--- src/rtl/ils_pkg.sv ---
// Package for the indexed list store: shared types, codes and defaults.
`default_nettype none
package ils_pkg;

   localparam int CAPACITY_DEFAULT = 64;
   localparam int MAX_RESULTS      = 64;

   typedef enum logic [1:0] {
      OP_SEARCH = 2'd0,
      OP_MODIFY = 2'd1,
      OP_APPEND = 2'd2,
      OP_REMOVE = 2'd3
   } op_type;

   typedef enum logic [2:0] {
      ST_DONE      = 3'd0,
      ST_MATCH     = 3'd1,
      ST_NOT_FOUND = 3'd2,
      ST_RANGE     = 3'd3,
      ST_FULL      = 3'd4
   } status_type;

   typedef enum logic [1:0] {
      S_IDLE,
      S_EXEC,
      S_SCAN,
      S_FLUSH
   } state_type;

   // per-cycle commands to the cell row
   typedef struct packed {
      logic rotate;
      logic remove;
      logic append;
   } cell_ctrl_type;

endpackage
`default_nettype wire

--- src/rtl/ils_cell.sv ---
// One storage cell of the list: holds one entry, shifts from its upper neighbor.
`default_nettype none
module ils_cell #(
   parameter int CAPACITY = ils_pkg::CAPACITY_DEFAULT,
   parameter int INDEX    = 0
) (
   input  wire logic                             clock,
   input  wire ils_pkg::cell_ctrl_type           ctrl,
   input  wire logic [$clog2(CAPACITY+1)-1:0]    pos,
   input  wire logic [$clog2(CAPACITY+1)-1:0]    count,
   input  wire logic [31:0]                      neighbor_value,
   input  wire logic [31:0]                      operand,
   output      logic [31:0]                      value
);
   import ils_pkg::*;

   localparam int CW = $clog2(CAPACITY+1);
   localparam logic [CW-1:0] MY_INDEX = CW'(INDEX);
   localparam logic [CW-1:0] MY_NEXT  = CW'(INDEX + 1);

   logic [31:0] value_ff;
   logic [31:0] value_in;

   always_comb begin
      value_in = value_ff;
      if (ctrl.rotate) begin
         value_in = neighbor_value;
      end else if (ctrl.remove && (MY_INDEX >= pos) && (MY_NEXT < count)) begin
         value_in = neighbor_value;
      end else if (ctrl.append && (MY_INDEX == count)) begin
         value_in = operand;
      end
   end

   always_ff @(posedge clock) begin
      value_ff <= value_in;
   end

   assign value = value_ff;

endmodule
`default_nettype wire

--- src/rtl/indexed_list_store.sv ---
// Top level of the indexed list store: request control and the row of cells.
//
// Usage: requests enter on the req_ channel (valid/ready), each one of
// search, modify, append or remove. Results leave on the rsp_ channel
// (valid/ready), one per request except search, which gives one result per
// matching entry (up to 64) in index order, the final one marked by
// rsp_last_of_run, or a single not-found result.
// Append, remove and rejected requests: the result is registered in the execute
// state once the output register is free; the store then returns to idle.
// Search and valid modify: the entries rotate once through the row of
// CAPACITY cells, one entry per cycle past cell 0 while the rotation is not
// paused, and the final result is then sent from the flush state.
// Only one request is in work at a time; req_ready is high in idle.
// A stalled receiver holds the output register; the rotation then pauses
// whenever a further match must be reported.
// Reset empties the list (count to zero) and drops any pending result;
// entry contents are not cleared and are only read after being written.
`default_nettype none
module indexed_list_store #(
   parameter int CAPACITY = ils_pkg::CAPACITY_DEFAULT
) (
   input  wire logic               clock,
   input  wire logic               reset,
   input  wire logic               req_valid,
   output      logic               req_ready,
   input  wire logic [1:0]         req_operation,
   input  wire logic [5:0]         req_position,
   input  wire logic signed [31:0] req_operand_value,
   output      logic               rsp_valid,
   input  wire logic               rsp_ready,
   output      logic [2:0]         rsp_status,
   output      logic [5:0]         rsp_result_index,
   output      logic signed [31:0] rsp_result_value,
   output      logic [6:0]         rsp_entry_total,
   output      logic               rsp_last_of_run
);
   import ils_pkg::*;

   localparam int CW = $clog2(CAPACITY+1);
   localparam int WW = (CW > 7) ? CW : 7;
   localparam logic [WW-1:0] LAST_STEP = WW'(CAPACITY - 1);
   localparam logic [WW-1:0] FULL_CNT  = WW'(CAPACITY);
   localparam logic [6:0]    MAX_MATCH = 7'(MAX_RESULTS);

   state_type     state_ff, state_in;
   op_type        op_ff, op_in;
   logic [5:0]    pos_ff, pos_in;
   logic [31:0]   operand_ff, operand_in;
   logic [CW-1:0] count_ff, count_in;
   logic [CW-1:0] step_ff, step_in;
   logic          pend_valid_ff, pend_valid_in;
   logic [5:0]    pend_idx_ff, pend_idx_in;
   logic [6:0]    match_cnt_ff, match_cnt_in;
   logic [31:0]   old_ff, old_in;

   logic          rsp_valid_ff, rsp_valid_in;
   logic [2:0]    status_ff, status_in;
   logic [5:0]    index_ff, index_in;
   logic [31:0]   value_ff, value_in;
   logic [6:0]    total_ff, total_in;
   logic          last_ff, last_in;

   logic [WW-1:0] count_w, step_w, pos_w, cnt_up, cnt_down;
   logic          out_free, pos_bad, is_full, hit, advance, replace, emit;
   status_type    emit_status;
   logic [5:0]    emit_index;
   logic [31:0]   emit_value;
   logic [WW-1:0] emit_total;
   logic          emit_last;
   cell_ctrl_type ctrl;
   logic [31:0]   rot_tail;
   logic [31:0]   cell_value [CAPACITY];

   assign count_w  = WW'(count_ff);
   assign step_w   = WW'(step_ff);
   assign pos_w    = WW'(pos_ff);
   assign cnt_up   = count_w + WW'(1);
   assign cnt_down = count_w - WW'(1);
   assign out_free = !rsp_valid_ff || rsp_ready;
   assign pos_bad  = pos_w >= count_w;
   assign is_full  = count_w == FULL_CNT;
   assign hit      = (op_ff == OP_SEARCH) && (step_w < count_w)
                     && (cell_value[0] == operand_ff) && (match_cnt_ff < MAX_MATCH);
   assign replace  = (op_ff == OP_MODIFY) && (step_w == pos_w);
   assign rot_tail = replace ? operand_ff : cell_value[0];

   // cell row
   for (genvar k = 0; k < CAPACITY; k++) begin : g_cell
      logic [31:0] upper;
      if (k == CAPACITY - 1) begin : g_tail
         assign upper = rot_tail;
      end else begin : g_mid
         assign upper = cell_value[k+1];
      end
      ils_cell #(
         .CAPACITY (CAPACITY),
         .INDEX    (k)
      ) u_cell (
         .clock          (clock),
         .ctrl           (ctrl),
         .pos            (CW'(pos_ff)),
         .count          (count_ff),
         .neighbor_value (upper),
         .operand        (operand_ff),
         .value          (cell_value[k])
      );
   end

   // next state
   always_comb begin
      state_in = state_ff;
      case (state_ff)
         S_IDLE: begin
            if (req_valid) state_in = S_EXEC;
         end
         S_EXEC: begin
            if (op_ff == OP_SEARCH || (op_ff == OP_MODIFY && !pos_bad)) begin
               state_in = S_SCAN;
            end else if (out_free) begin
               state_in = S_IDLE;
            end
         end
         S_SCAN: begin
            if (advance && step_w == LAST_STEP) state_in = S_FLUSH;
         end
         S_FLUSH: begin
            if (out_free) state_in = S_IDLE;
         end
         default: state_in = S_IDLE;
      endcase
   end

   // outputs of the sequencer
   always_comb begin
      req_ready   = 1'b0;
      ctrl        = '0;
      advance     = 1'b0;
      emit        = 1'b0;
      emit_status = ST_DONE;
      emit_index  = '0;
      emit_value  = '0;
      emit_total  = count_w;
      emit_last   = 1'b1;
      case (state_ff)
         S_IDLE: begin
            req_ready = 1'b1;
         end
         S_EXEC: begin
            case (op_ff)
               OP_MODIFY: begin
                  if (pos_bad) begin
                     emit        = out_free;
                     emit_status = ST_RANGE;
                     emit_index  = pos_ff;
                  end
               end
               OP_APPEND: begin
                  emit = out_free;
                  if (is_full) begin
                     emit_status = ST_FULL;
                  end else begin
                     emit_index  = count_w[5:0];
                     emit_total  = cnt_up;
                     ctrl.append = out_free;
                  end
               end
               OP_REMOVE: begin
                  emit       = out_free;
                  emit_index = pos_ff;
                  if (pos_bad) begin
                     emit_status = ST_RANGE;
                  end else begin
                     emit_total  = cnt_down;
                     ctrl.remove = out_free;
                  end
               end
               default: ;
            endcase
         end
         S_SCAN: begin
            advance     = !(hit && pend_valid_ff) || out_free;
            ctrl.rotate = advance;
            emit        = hit && pend_valid_ff && out_free;
            emit_status = ST_MATCH;
            emit_index  = pend_idx_ff;
            emit_value  = operand_ff;
            emit_last   = 1'b0;
         end
         S_FLUSH: begin
            emit = out_free;
            if (op_ff == OP_SEARCH) begin
               if (pend_valid_ff) begin
                  emit_status = ST_MATCH;
                  emit_index  = pend_idx_ff;
                  emit_value  = operand_ff;
               end else begin
                  emit_status = ST_NOT_FOUND;
               end
            end else begin
               emit_index = pos_ff;
               emit_value = old_ff;
            end
         end
         default: ;
      endcase
   end

   // datapath registers
   always_comb begin
      op_in         = op_ff;
      pos_in        = pos_ff;
      operand_in    = operand_ff;
      count_in      = count_ff;
      step_in       = step_ff;
      pend_valid_in = pend_valid_ff;
      pend_idx_in   = pend_idx_ff;
      match_cnt_in  = match_cnt_ff;
      old_in        = old_ff;
      if (req_valid && req_ready) begin
         op_in         = op_type'(req_operation);
         pos_in        = req_position;
         operand_in    = req_operand_value;
         step_in       = '0;
         pend_valid_in = 1'b0;
         match_cnt_in  = '0;
      end
      if (ctrl.append) count_in = CW'(cnt_up);
      if (ctrl.remove) count_in = CW'(cnt_down);
      if (advance) begin
         step_in = step_ff + CW'(1);
         if (replace) old_in = cell_value[0];
         if (hit) begin
            pend_valid_in = 1'b1;
            pend_idx_in   = step_w[5:0];
            match_cnt_in  = match_cnt_ff + 7'd1;
         end
      end
      rsp_valid_in = emit ? 1'b1 : (rsp_ready ? 1'b0 : rsp_valid_ff);
      status_in    = emit ? emit_status : status_ff;
      index_in     = emit ? emit_index : index_ff;
      value_in     = emit ? emit_value : value_ff;
      total_in     = emit ? emit_total[6:0] : total_ff;
      last_in      = emit ? emit_last : last_ff;
   end

   always_ff @(posedge clock) begin
      if (reset) begin
         state_ff      <= S_IDLE;
         count_ff      <= '0;
         step_ff       <= '0;
         pend_valid_ff <= 1'b0;
         match_cnt_ff  <= '0;
         rsp_valid_ff  <= 1'b0;
      end else begin
         state_ff      <= state_in;
         count_ff      <= count_in;
         step_ff       <= step_in;
         pend_valid_ff <= pend_valid_in;
         match_cnt_ff  <= match_cnt_in;
         rsp_valid_ff  <= rsp_valid_in;
      end
      op_ff       <= op_in;
      pos_ff      <= pos_in;
      operand_ff  <= operand_in;
      pend_idx_ff <= pend_idx_in;
      old_ff      <= old_in;
      status_ff   <= status_in;
      index_ff    <= index_in;
      value_ff    <= value_in;
      total_ff    <= total_in;
      last_ff     <= last_in;
   end

   assign rsp_valid        = rsp_valid_ff;
   assign rsp_status       = status_ff;
   assign rsp_result_index = index_ff;
   assign rsp_result_value = value_ff;
   assign rsp_entry_total  = total_ff;
   assign rsp_last_of_run  = last_ff;

endmodule
`default_nettype wire

--- config.mk ---
export PLATFORM = sky130hd
export DESIGN_NAME = indexed_list_store
export DESIGN_NICKNAME = d
export VERILOG_FILES = /design/src/rtl/ils_pkg.sv /design/src/rtl/ils_cell.sv /design/src/rtl/indexed_list_store.sv
export SDC_FILE = /design/constraint.sdc
export NUM_CORES = 2
export LEC_CHECK = 0
export BUFFER_PORTS_ARGS = -buffer_cell sky130_fd_sc_hd__buf_2
export CAP_MARGIN = 15
export CORE_AREA = 2 2 570 572
export DETAILED_ROUTE_END_ITERATION = 7
export DIE_AREA = 0 0 572 574
export SYNTH_ARGS = -nofsm -noshare
export SYNTH_HDL_FRONTEND = slang
export SYNTH_SLANG_ARGS = --single-unit
--- constraint.sdc ---
create_clock -name clock -period 13.55 [get_ports clock]
set_clock_uncertainty 0.05 [all_clocks]
set_input_delay 1.355 -clock clock [delete_from_list [all_inputs] [get_ports clock]]
set_output_delay 1.355 -clock clock [all_outputs]
set_load 0.01 [all_outputs]
# Word level (Yosys, flattened, before mapping)

Cells that the tools add are included.

Bits in registers: 2200
Output and inout port bits: 51
Word-level logic and storage cells: 812

$add $sub $neg: 4
Order comparisons: 131
Eq/ne operators: 75
Multiplexer cells: 240
Reduce and logical (&&, ||, !) cells: 282

Operator list:

| cell                | number |
|---|---|
| $mux 32             | 195 |
| $eq 6x7->1 const A  | 32 |
| $lt 6x7->1 const A  | 32 |
| $logic_and 1x1->1   | 201 |
| $ge 6x6->1 const A  | 32 |
| $reduce_bool 3->1   | 64 |
| $eq 5x7->1 const A  | 16 |
| $lt 5x7->1 const A  | 16 |
| $ge 5x6->1 const A  | 16 |
| $mux 7              | 10 |
| $pmux 32 s2         | 1 |
| $eq 4x7->1 const A  | 8 |
| $lt 4x7->1 const A  | 8 |
| $ge 4x6->1 const A  | 8 |
| $pmux 6 s3          | 2 |
| $eq 32x32->1        | 1 |
| $eq 3x7->1 const A  | 4 |
| $lt 3x7->1 const A  | 4 |
| $ge 3x6->1 const A  | 4 |
| $mux 6              | 4 |
| $add 7x1->7 const B | 3 |
| $mux 2              | 8 |
| $eq 2x7->1 const A  | 2 |
| $lt 2x7->1 const A  | 2 |
| other kinds (30)    | 59 |

# Depth between registers and ports, before layout

Word-level depth: 11
Depth in mapped cells: 13
Depth with buffers taken out: 8

# Worst setup path before layout

No wires, ideal clock.

Kind: reg-to-reg
Start: register pos_ff[0]
End: register total_ff[0], in the netlist rsp_entry_total[0] (enable)
Setup time: 516 ps
Arrival: 5686 ps
Slack: 7298 ps
Cell stages (with the launch flop): 12
Buffers on the path: 4
Cell sequence: edfxtp_1 -> clkbuf_1 -> clkbuf_1 -> inv_1 -> ha_1 -> nand2b_1 -> a31oi_1 -> o22ai_1 -> clkbuf_1 -> clkbuf_1 -> a211oi_1 -> nor3_1

Longest elaborated chain between the ends: 4

Ends and longest elaborated chain:

| element                | line                      | text |
|---|---|---|
| start, declared        | indexed_list_store.sv:47  | `logic [5:0] pos_ff, pos_in;` |
| start signal, assigned | indexed_list_store.sv:263 | `pos_ff <= pos_in;` |
| $ge 6x7->1             | indexed_list_store.sv:80  | `assign pos_bad = pos_w >= count_w;` |
| $mux 1                 | indexed_list_store.sv:151 | `if (pos_bad) begin` |
| $pmux 1 s2             | indexed_list_store.sv:149 | `case (op_ff)` |
| $pmux 1 s3             | indexed_list_store.sv:144 | `case (state_ff)` |
| net emit               | indexed_list_store.sv:64  | `logic out_free, pos_bad, is_full, hit, advance, replace, emit;` |
| end signal, assigned   | indexed_list_store.sv:270 | `total_ff <= total_in;` |
| end, declared          | indexed_list_store.sv:60  | `logic [6:0] total_ff, total_in;` |

The timed path passes the listed nets, and every way through them passes these cells.
A chain may end at the register's enable or synchronous reset.

# Worst setup path after layout

Start: register count_ff[6]
End: register g_cell[45].u_cell.value_ff[13] (enable)

Longest elaborated chain between the ends: 9
Elaborated cells between the ends (all ways): 21

Ends and longest elaborated chain:

| element                         | line                      | text |
|---|---|---|
| start, declared                 | indexed_list_store.sv:49  | `logic [CW-1:0] count_ff, count_in;` |
| start signal, assigned          | indexed_list_store.sv:256 | `count_ff <= count_in;` |
| $lt 7x7->1                      | indexed_list_store.sv:82  | `assign hit = (op_ff == OP_SEARCH) && (step_w < count_w)` |
| $logic_and 1x1->1               | indexed_list_store.sv:82  |  |
| $logic_and 1x1->1 (2 in a row)  | indexed_list_store.sv:83  | `&& (cell_value[0] == operand_ff) && (match_cnt_ff < MAX_MATCH);` |
| $logic_and 1x1->1               | indexed_list_store.sv:181 | `advance = !(hit && pend_valid_ff) \|\| out_free;` |
| $logic_not 1->1                 | indexed_list_store.sv:181 |  |
| $logic_or 1x1->1                | indexed_list_store.sv:181 |  |
| $mux 1                          | indexed_list_store.sv:144 |  |
| $reduce_bool 3->1 (no line) (*) | n/a                       |  |
| end signal, assigned            | ils_cell.sv:36            | `value_ff <= value_in;` |
| end, declared                   | ils_cell.sv:21            | `logic [31:0] value_ff;` |

Mark *: on every way between the ends. The rest lies on a longest branch, timed or not.

==> run metrics <==
Hold Startpoint=match_cnt_ff[6]; I/O Pins=95; Power per Cell Area=139 nW/µm²; drt drc=0; Final Instance Area=110000 µm²; placement-stage cell area=102000 µm²; CTS buffer count=221; fin crit period=5.22 ns; Final Hold Viols=0; Hold Path Sink=match_cnt_ff[6]; Area Overhead vs Synth=13.9%; top post-synthesis cells by area=edfxtp_1 (68%), mux2_2 (23%), clkbuf_1 (1.1%); Synth top area share=0.678; CP Capture Type=register; syn_nets=5568; setup repair bufs after CTS=0; GRT Max-Usage Layer=met2; CTS sink count=2200; Final Max Tran Viols=0; Max clock buf depth=3; H-Tree Depth=4; Switching Fraction=0.226; met1 Use GR=0.192; met2 GRT Util=0.231; Setup violations, final=0; Hold Crit Class=register to register; first-pass GRT wire length=351000 µm; Via density=4.89; max_slew headroom=0.156; Fmax=0.191 GHz; Final Power=15.3 mW; sequential area share after synthesis=0.683; ys async rst share=0; clk root buf=clkbuf_16; fin crit share=0.386; initial antenna violation count=7; Avg Inst Size Synth=17.5 µm²; DRT Pass-1 Iters=6; GRT Util Overall=0.141; main flop type after synthesis=edfxtp_1; die width=572 µm; IO buf count=94; Fillers=30399; worst-path maximum fanout=36; Reg2Reg Capture Point=g_cell[45].u_cell.value[13]; drt total wl=237000 µm; Post-synth EDFFs=2175; TritonCTS clock tree=built; Logic pwr share=0.079; NumNets Final=5557; Worst Hold Slack=0.428 ns; post-synthesis cell area=96400 µm²; setup TNS=0 ns; Pint=11.8 mW; status=complete, no violations; First DRT Iteration DRCs=4833; DP Wirelength=146000 µm; Cell variety after synth=81; vias in the first global route=51098; top cells by count, synth=edfxtp_1 (2175), mux2_2 (1981), clkbuf_1 (279); switching power=3.45 mW; Mapped Cells=5503; FF+latch count, synth=2200; largest net degree at the start of global routing=67; Crit Path Class=register to register; Worst Setup Start Kind=register; Synth area leader=edfxtp_1; clk slew on worst S/H paths=0.07 ns; Sequential Power Share=0.513; IR drop worst, VDD=0.000140 V; Hold-fix buffers, CTS=0; Worst Hold Depth=2; post-CTS resize count=0; Starting Density=0.299; max_cap viols=0; core area=323000 µm²; synth warn=0; Least-Margin Pin Slew=1.27 ns; Post-DRT Antenna Nets=0; Arr. time, crit path=5.60 ns; worst r2r src=count_ff[6]; R2R Setup Slk=8.33 ns; most frequent cell after synthesis=edfxtp_1; share of layout cells above drive strength 1=0.483; Chip Height=574 µm; wire per inst=23.6 µm; Worst-Skew Late Latency=0.90 ns; clock power share=0.409; RSZ-0062 raised after global routing=no; Final Wtd Congestion=0.915; num rows=209; routed vias=48991; R2R cell count=9; worst path required time=13.92 ns; Die ar.=328000 µm²; GR Overflow Total=0; GR Layer Usage met3=0.0215; P_leak=35.1 nW
==> worst max path at each step <==
| stage | from | endpoint | slack (ns) | cells past startpoint |
|---|---|---|---|---|
| floorplan | pos_ff[0] | rsp_entry_total[0] | 7.30 | 11 |
| global placement | count_ff[6] | g_cell[58].u_cell.value[1] | 8.14 | 9 |
| detailed placement | rsp_ready | g_cell[56].u_cell.value[16] | 8.29 | 7 |
| CTS | count_ff[6] | g_cell[41].u_cell.value[27] | 8.35 | 9 |
| global route | count_ff[6] | g_cell[45].u_cell.value[13] | 7.97 | 9 |
| finish | count_ff[6] | g_cell[45].u_cell.value[13] | 8.33 | 9 |
==> routing by layer <==
layer,vias to the layer above,wire length [µm]
met4,0,6310
met2,1379,114000
met5,-,0
li1,21389,-
met1,25880,104000
met3,343,12200
==> power by group through the flow <==
stage               clock (mW)  sequential [mW]  combinational (mW)
detailed placement           0             7.97                1.19
floorplan                    0             7.95               0.818
global placement             0             7.97                1.17
CTS                       6.37             7.83                1.20
finish                    6.24             7.83                1.20
global route              6.63             7.84                1.28
==> critical path, stage by stage (launching register included) <==
cell and delay (ns):
dfxtp_1 0.88, inv_1 0.28, ha_1 0.41, a211oi_1 0.28, nand2_1 0.15, nor4_2 0.38
nand4_1 0.20, buf_4 0.43, a32oi_4 1.08, o21ai_4 0.57
==> cell type report <==
cell class | count | area (µm²) | share of cell area
Sequential cell | 2200 | 65800 | 0.599
Multi-Input combinational cell | 2783 | 28900 | 0.263
Clock buffer | 264 | 5690 | 0.0518
Tap cell | 4325 | 5410 | 0.0493
Timing Repair Buffer | 269 | 2130 | 0.0194
Clock inverter | 149 | 1770 | 0.0161
Inverter | 17 | 63.8 | 0.000581
Antenna cell | 3 | 7.51 | 0.0000684
==> metrics by stage <==
step,setup WS [ns],cells,utilization
detailed placement,8.29,9577,0.316
global route,7.97,10007,0.340
global placement,8.14,9570,0.315
finish,8.33,10010,0.340
floorplan,7.30,5503,-
CTS,8.35,9990,0.339
==> sequential cells by signal, summed over array words and instances, names as in the netlist <==
name and count:
g_cell.u_cell.value 2048, old_ff 32, operand_ff 32, rsp_result_value 32, count_ff 7, match_cnt_ff 7
rsp_entry_total 7, step_ff 7, pend_idx_ff 6, pos_ff 6, rsp_result_index 6, rsp_status 3
op_ff 2, state_ff 2, pend_valid_ff 1, rsp_last_of_run 1, rsp_valid 1
==> placed cells by master (no fill, tap or decap), types with 10 or more instances in the layout <==
cell type     n
edfxtp_1   2175
mux2_2     1981
clkbuf_16   221
buf_4       150
buf_2        94
nor2_1       88
nand2_1      86
a21oi_1      51
clkinv_1     51
o21ai_0      48
a22oi_1      46
clkbuf_1     43
clkinv_2     42
mux2_1       40
xnor2_1      38
mux2_4       29
bufinv_16    27
dfxtp_1      25
nand4_1      24
nand3_1      24
nor3_1       23
ha_1         21
buf_12       18
o22ai_1      16
o21ai_4      16
o21ai_2      16
clkinv_16    13
o22ai_4      12
a2bb2oi_4    12
o21bai_4     12
inv_1        11
a21oi_4      10
and2_1       10
o211ai_1     10
o21bai_2     10
==> cell families (layout without fill, tap and decap cells) <==
| group | count (synthesis) | after routing | synth area share |
|---|---|---|---|
| XOR/XNOR | 42 | 42 | 0.00382 |
| multiplexers | 2051 | 2051 | 0.241 |
| flip-flops | 2200 | 2200 | 0.683 |
| adder cells (fa/ha/maj) | 21 | 21 | 0.00273 |
| AND/OR/NAND/NOR | 325 | 325 | 0.0166 |
| AO/OA/AOI/OAI | 344 | 344 | 0.0275 |
| other | 0 | 3 | 0 |
| buffers and inverters | 520 | 699 | 0.0256 |
Power figures use the tool's default switching activity.
